[src/design/ebpf_instruction_executor_assert.svh]
// ----------------------------------------------------------------------------
// eBPF instruction executor assertion macros
// Shared concurrent assertion forms, clocked on clk and disabled in reset.
// ----------------------------------------------------------------------------
`ifndef EBPF_INSTRUCTION_EXECUTOR_ASSERT_SVH
`define EBPF_INSTRUCTION_EXECUTOR_ASSERT_SVH

// The condition holds at every clock edge out of reset.
`define EIE_ASSERT_ALWAYS(label, cond, msg) \
    label: assert property (@(posedge clk) disable iff (!rst_n) (cond)) else $error(msg);

// The consequent holds in the same cycle as the antecedent.
`define EIE_ASSERT_IMPLY(label, ante, cons, msg) \
    label: assert property (@(posedge clk) disable iff (!rst_n) (ante) |-> (cons)) \
        else $error(msg);

`endif

[src/design/eie_pkg.sv]
// ----------------------------------------------------------------------------
// eBPF instruction executor package
// Item types, sizes and opcode field codes shared by the executor modules.
// ----------------------------------------------------------------------------
package eie_pkg;

    localparam int STACK_BYTES    = 512;
    localparam int REGISTER_COUNT = 12;
    localparam int SAW            = $clog2(STACK_BYTES);
    localparam int RIW            = $clog2(REGISTER_COUNT);
    localparam int QUEUE_DEPTH    = 2;
    localparam int QAW            = $clog2(QUEUE_DEPTH);
    localparam int QCW            = $clog2(QUEUE_DEPTH + 1);
    localparam logic [RIW-1:0] FRAME_INDEX = RIW'(10);

    localparam logic [2:0] CLS_LD    = 3'd0;
    localparam logic [2:0] CLS_LDX   = 3'd1;
    localparam logic [2:0] CLS_ST    = 3'd2;
    localparam logic [2:0] CLS_STX   = 3'd3;
    localparam logic [2:0] CLS_ALU   = 3'd4;
    localparam logic [2:0] CLS_JMP   = 3'd5;
    localparam logic [2:0] CLS_JMP32 = 3'd6;
    localparam logic [2:0] CLS_ALU64 = 3'd7;

    localparam logic [3:0] ALU_ADD  = 4'h0;
    localparam logic [3:0] ALU_SUB  = 4'h1;
    localparam logic [3:0] ALU_MUL  = 4'h2;
    localparam logic [3:0] ALU_DIV  = 4'h3;
    localparam logic [3:0] ALU_OR   = 4'h4;
    localparam logic [3:0] ALU_AND  = 4'h5;
    localparam logic [3:0] ALU_LSH  = 4'h6;
    localparam logic [3:0] ALU_RSH  = 4'h7;
    localparam logic [3:0] ALU_NEG  = 4'h8;
    localparam logic [3:0] ALU_MOD  = 4'h9;
    localparam logic [3:0] ALU_XOR  = 4'hA;
    localparam logic [3:0] ALU_MOV  = 4'hB;
    localparam logic [3:0] ALU_ARSH = 4'hC;
    localparam logic [3:0] ALU_END  = 4'hD;

    localparam logic [3:0] JMP_JA     = 4'h0;
    localparam logic [3:0] JMP_JEQ    = 4'h1;
    localparam logic [3:0] JMP_JGT    = 4'h2;
    localparam logic [3:0] JMP_JGE    = 4'h3;
    localparam logic [3:0] JMP_JSET   = 4'h4;
    localparam logic [3:0] JMP_JNE    = 4'h5;
    localparam logic [3:0] JMP_JSGT   = 4'h6;
    localparam logic [3:0] JMP_JSGE   = 4'h7;
    localparam logic [3:0] JMP_HELPER = 4'h8;
    localparam logic [3:0] JMP_RETURN = 4'h9;
    localparam logic [3:0] JMP_JLT    = 4'hA;
    localparam logic [3:0] JMP_JLE    = 4'hB;
    localparam logic [3:0] JMP_JSLT   = 4'hC;
    localparam logic [3:0] JMP_JSLE   = 4'hD;

    localparam logic [2:0] MODE_MEM    = 3'd3;
    localparam logic [2:0] MODE_ATOMIC = 3'd6;
    localparam logic [7:0] OP_LDDW     = 8'h18;

    localparam logic [1:0] SIZE_W  = 2'd0;
    localparam logic [1:0] SIZE_H  = 2'd1;
    localparam logic [1:0] SIZE_B  = 2'd2;
    localparam logic [1:0] SIZE_DW = 2'd3;

    localparam logic [1:0] STATUS_OK    = 2'd0;
    localparam logic [1:0] STATUS_BADOP = 2'd1;
    localparam logic [1:0] STATUS_MEM   = 2'd2;

    typedef struct packed {
        logic [7:0]         opcode;
        logic [3:0]         dst_index;
        logic [3:0]         src_index;
        logic signed [15:0] offset;
        logic signed [31:0] immediate;
        logic [31:0]        immediate_next;
    } req_t;

    typedef struct packed {
        logic signed [16:0] pc_step;
        logic               exited;
        logic [63:0]        return_value;
        logic [1:0]         status;
    } rsp_t;

    typedef struct packed {
        req_t       req;
        logic [2:0] cls;
        logic [3:0] kind;
        logic       src_reg;
        logic       bad_index;
    } decoded_t;

endpackage

[src/design/eie_front.sv]
// ----------------------------------------------------------------------------
// eBPF executor front end
// Accepts instructions, splits the opcode into its fields and queues them.
// ----------------------------------------------------------------------------
module eie_front import eie_pkg::*;
(
    input  logic     clk,
    input  logic     rst_n,
    input  logic     req_valid,
    output logic     req_stall,
    input  req_t     req,
    input  logic     hold,
    output logic     head_valid,
    output decoded_t head,
    input  logic     pop
);

    decoded_t           q_reg [QUEUE_DEPTH];
    logic [QAW-1:0]     wr_ptr_reg;
    logic [QAW-1:0]     rd_ptr_reg;
    logic [QCW-1:0]     count_reg;
    logic [QCW-1:0]     count_next;
    decoded_t           dec;
    logic               push;
    logic               take;

    always_comb
    begin
        dec.req       = req;
        dec.cls       = req.opcode[2:0];
        dec.kind      = req.opcode[7:4];
        dec.src_reg   = req.opcode[3];
        dec.bad_index = (req.dst_index > 4'd10) || (req.src_index > 4'd10);
    end

    assign req_stall  = hold || (count_reg == QCW'(QUEUE_DEPTH));
    assign push       = req_valid && !req_stall;
    assign head_valid = (count_reg != '0);
    assign head       = q_reg[rd_ptr_reg];
    assign take       = pop && head_valid;

    always_comb
    begin
        count_next = count_reg;
        if (push && !take)
        begin
            count_next = count_reg + QCW'(1);
        end
        else if (take && !push)
        begin
            count_next = count_reg - QCW'(1);
        end
    end

    always_ff @(posedge clk or negedge rst_n)
    begin
        if (!rst_n)
        begin
            wr_ptr_reg <= '0;
            rd_ptr_reg <= '0;
            count_reg  <= '0;
        end
        else
        begin
            count_reg <= count_next;
            if (push)
            begin
                wr_ptr_reg <= wr_ptr_reg + QAW'(1);
            end
            if (take)
            begin
                rd_ptr_reg <= rd_ptr_reg + QAW'(1);
            end
        end
    end

    always_ff @(posedge clk)
    begin
        if (push)
        begin
            q_reg[wr_ptr_reg] <= dec;
        end
    end

endmodule

[config.mk]
export PLATFORM = sky130hd
export DESIGN_NAME = eie_front
export DESIGN_NICKNAME = d
export VERILOG_FILES = /design/src/design/ebpf_instruction_executor_assert.svh /design/src/design/eie_pkg.sv /design/src/design/eie_front.sv
export SDC_FILE = /design/constraint.sdc
export NUM_CORES = 1
export LEC_CHECK = 0
export BUFFER_PORTS_ARGS = -buffer_cell sky130_fd_sc_hd__buf_2
export CAP_MARGIN = 20
export CORE_ASPECT_RATIO = 0.6
export CORE_UTILIZATION = 52
export DETAILED_ROUTE_END_ITERATION = 10
export GPL_TIMING_DRIVEN = 0
export PLACE_DENSITY = 0.77
export SYNTH_ARGS = -nofsm -noshare
export SYNTH_HDL_FRONTEND = slang
export SYNTH_SLANG_ARGS = --single-unit
[constraint.sdc]
create_clock -name clk -period 6.4 [get_ports clk]
set_input_delay 0.64 -clock clk [delete_from_list [all_inputs] [get_ports clk]]
set_output_delay 0.64 -clock clk [all_outputs]
set_load 0.01 [all_outputs]
* Yosys cells after proc, flatten, opt, wreduce, memory -nomap -nowiden
Memory sizes are Yosys's and may differ from the RTL's.
Cells that the tools add are included.
** Operators by class
- Order comparisons :: 2
- Add/subtract/negate cells :: 4
- Multiplexer cells :: 4
- Equality and inequality tests :: 1
- Reductions and logical operators :: 11
** Operators by type and width (number)
- $gt A4 B4 Y1 const B :: 2
- $logic_and A1 B1 Y1 :: 4
- $mux W2 :: 2
- $reduce_bool A2 Y1 :: 2
- $logic_not A1 Y1 :: 3
- $add A1 B1 Y1 const B :: 2
- $add A2 B1 Y2 const B :: 1
- $eq A2 B2 Y1 const B :: 1
- $logic_or A1 B1 Y1 :: 2
- $mux W1 :: 2
- $sub A2 B1 Y2 const B :: 1
** Word-level totals
- Output and inout port bits :: 107
- Bits in writable memories :: 210
- Bits of input ports :: 101
- Logic and storage cells :: 26
- Memories kept :: 1
- Register bits :: 4
** Memories
- q_reg :: depth 2, bits a word 105, read ports 1, clocked after memory_dff 0, wr ports 1, line eie_front.sv:18 : decoded_t q_reg [QUEUE_DEPTH];

* Logic depth before layout (Yosys ltp)
- Depth in word-level cells :: 8
- Gate-level depth with buffers :: 7
- Depth with buffers taken out :: 7

* Worst setup path after synthesis
OpenSTA, ideal clock, no wires.
- Path type :: in2reg
- Start point :: in hold
- End point :: mem q_reg[0][0] (netlist bit), enable pin
- Setup time :: 554 ps
- Stages :: 3
- Buffers on the path :: 0
- Data required time :: 5846 ps
- Arrival :: 4894 ps
- Slack :: 952 ps
- Path through :: inv_1 -> o211ai_1 -> nor2_1
** Between the ends
- Word-level cells in the longest chain between the ends :: 5
** Ends and longest elaborated chain
- from (decl) :: line eie_front.sv:12 : input logic hold,
- $logic_or A1 B1 Y1 :: line eie_front.sv:36 : assign req_stall = hold || (count_reg == QCW'(QUEUE_DEPTH));
- $logic_not A1 Y1 :: line eie_front.sv:37 : assign push = req_valid && !req_stall;
- $logic_and A1 B1 Y1 :: line eie_front.sv:37
- $mux W1 :: line eie_front.sv:79 : if (push)
- $mux W1 (not written as such) :: line eie_front.sv:81 : q_reg[wr_ptr_reg] <= dec;
- to (decl) :: line eie_front.sv:18
Every way passes these cells.

==> flow_summary.ini <==
[floorplanning]
start_util = 0.536
ios = 208
placementRows = 33
dieArea_um2 = 14700
fp.dieH_um = 94.2
die-width_um = 156
core_area_um2 = 13700

[cts]
post_cts_buffers = 0
cts_tree = built
clkTransAtPathRegs_ns = 0.07
cts_resized = 0
hold_buffers = 0
cts_sinks = 198
clock_latency_ns = 0.42
cts_root_buffer = clkbuf_16
h-tree-depth = 4
cts-buffers-inserted = 17
clockBufferDepth = 2

[global_route]
antenna_found_initial = 3
grt-ovfl-total = 0
grt_max_degree = 55
grt_pass1_vias = 3950
grt_pass1_wl_mm = 20.5
grt.total_usage = 0.190

[flow_run]
cap_violations = 0

[power_and_ir_drop]
switching_share = 0.288
power_density_nw_per_um2 = 405
clock_power_share = 0.260
vdd_drop_max_v = 0.000242
netSwitchingPower_mw = 1.08
power_frac_seq = 0.439
power_leakage_nw = 3.56
p_comb_frac = 0.300
p_int_mw = 2.68

[sta]
fin_hold_ws_ns = 0.0195
worst_pin_slew_ns = 0.657
fmax_mhz = 410
min_period_over_period = 0.381
finalSetupViolCount = 0
fin_crit_ns = 2.44
final.setup_skew_ns = 0.00840
slew_headroom = 0.562
rsz0062_at_grt = no
fin_tns_setup_ns = 0
drv_slew = 0
hold_viol_final = 0
setup_slack_ns = 3.96

[synth]
synth_area_per_cell_um2 = 21.9
synth_nets = 438
synthFlopType = edfxtp_1
synth-seq-cells = 198
synth_edf_count = 194
yosysWarnings = 0
synth_area_um2 = 7370
ys_types = 19
synth_top_area_share = 0.791
yosys.area.top_type = edfxtp_1
yosys-top-cells-count = 194 x edfxtp_1, 77 x mux2_2, 20 x mux2_4
synthArstFlopShare = 0.0202
seq_area_frac_synth = 0.804
ys_top_cells_by_area = edfxtp_1 79%, mux2_2 12%, mux2_4 4.1%, dfrtp_1 1.4%, buf_4 0.82%
synth.most_common_cell = edfxtp_1
synthCells = 336

[place]
pre_cts_slack_ns = 4.05
dp.cells = 739
gp_congestion = 0.715
dpl.hpwl_mm = 9.34
dpl_cell_area_um2 = 8740
port_buffers = 207

[worst_setup_path]
endpoint_kind = primary output
arrival_ns = 1.80
ff2ff_setup_slack_ns = 4.42
path_class = flop to primary output
r2r_cells = 4
crit_fanout = 10
slowest_delay_ns = 0.39
cp_slowest_cell = mux2_2
rr_startpoint = count_reg[1]$_DFFE_PN0P_
timing.rr.end = q_reg[1][92]$_DFFE_PP_
worst_setup_path_start_kind = flop
crit_required_ns = 5.76
cp_common_cell = buf_2
path_cells = buf_6 > buf_2 > mux2_2 > buf_4 > buf_2

[final_layout]
final_nets = 668
final_cells = 773
drive_gt1_frac = 0.620
area_growth_pct = 26.2
post-route-cell-area_um2 = 9300
nFillCells = 971
final-seq-area_um2 = 5930
multi_input_area_um2 = 1290
largest_reg_flops = 194

[detailed_routing]
detail_route.iter0.violations = 184
viasPerCell = 4.86
drcViolationCount = 0
num_vias = 3758
wl_per_cell_um = 17.4
first_pass_iters = 4
final_antenna_net_count = 0
finalWirelength_mm = 13.5

[hold_path]
min_path_type = primary input to asynchronous set/reset pin

[status]
status = finished clean
## critical path: cells and delay by family (launching register included)
family / cells / cell delay (ns)
buffers and inverters: 4 / 0.66
flip-flops: 1 / 0.34
multiplexers: 1 / 0.39
## kinds of logic after synthesis
group           Yosys count  share of synthesized area
flops                   198                      0.804
mux                      97                      0.158
buf+inv                  25                     0.0221
compound gates            5                    0.00425
xor+xnor                  5                    0.00594
simple gates              5                    0.00323
fa+ha+maj                 1                    0.00170
## per-layer routing
layer / track usage / part of all wire / vias up
li1: - / - / 1776
met1: 0.239 / 0.43 / 1832
met2: 0.303 / 0.47 / 143
met3: 0.0849 / 0.098 / 7
met4: 0.0490 / 0.0048 / 0
met5: 0 / 0 / -
## layout make-up
type | count | share of cell area
multi-input combinational | 113 | 0.139
buffer | 19 | 0.0151
antenna | 2 | 0.000538
clock inverter | 13 | 0.0128
clock buffer | 19 | 0.0465
timing repair buffer | 211 | 0.121
tap | 192 | 0.0258
sequential | 198 | 0.637
inverter | 6 | 0.00242
## power groups by stage
stage	Clock, mW	Sequential (mW)	Combinational (mW)
after global placement	0	1.70	1.10
final	0.980	1.65	1.13
after floorplan	0	1.69	0.731
after CTS	1.00	1.66	1.15
after detailed placement	0	1.68	1.15
after global routing	1.06	1.67	1.22
## per-stage QoR
| stage | utilization | power (mW) |
|---|---|---|
| floorplan | - | 2.42 |
| global placement | 0.629 | 2.80 |
| detailed placement | 0.636 | 2.83 |
| CTS | 0.676 | 3.81 |
| global route | 0.676 | 3.95 |
| finish | 0.676 | 3.77 |
## cell usage in the layout (no fill, tap or decap), drive strengths merged
master    Yosys  final
buf          19    230
edfxtp      194    194
mux2         97     97
clkbuf        0     19
inv           6     10
clkinv        0      7
xnor2         4      4
dfrtp         4      4
diode         0      2
a21oi         2      2
clkinvlp      0      2
nor2          2      2
o21a          1      1
o211ai        1      1
o22ai         1      1
or2           1      1
nand2         1      1
and3          1      1
xor2          1      1
ha            1      1
## worst max-delay path by stage
stage	start	to	slack, ns	cells after the start
3_5_place_dp	hold	q_reg[1][10]$_DFFE_PP_	4.05	5
6_report	rd_ptr_reg$_DFFE_PN0P_	head[98]	3.96	5
3_3_place_gp	hold	q_reg[0][85]$_DFFE_PP_	-1.12	4
5_1_grt	rd_ptr_reg$_DFFE_PN0P_	head[100]	3.85	5
4_1_cts	rd_ptr_reg$_DFFE_PN0P_	head[98]	3.92	5
2_1_floorplan	hold	q_reg[0][0]$_DFFE_PP_	0.95	3
(Power assumes the default switching activity.)
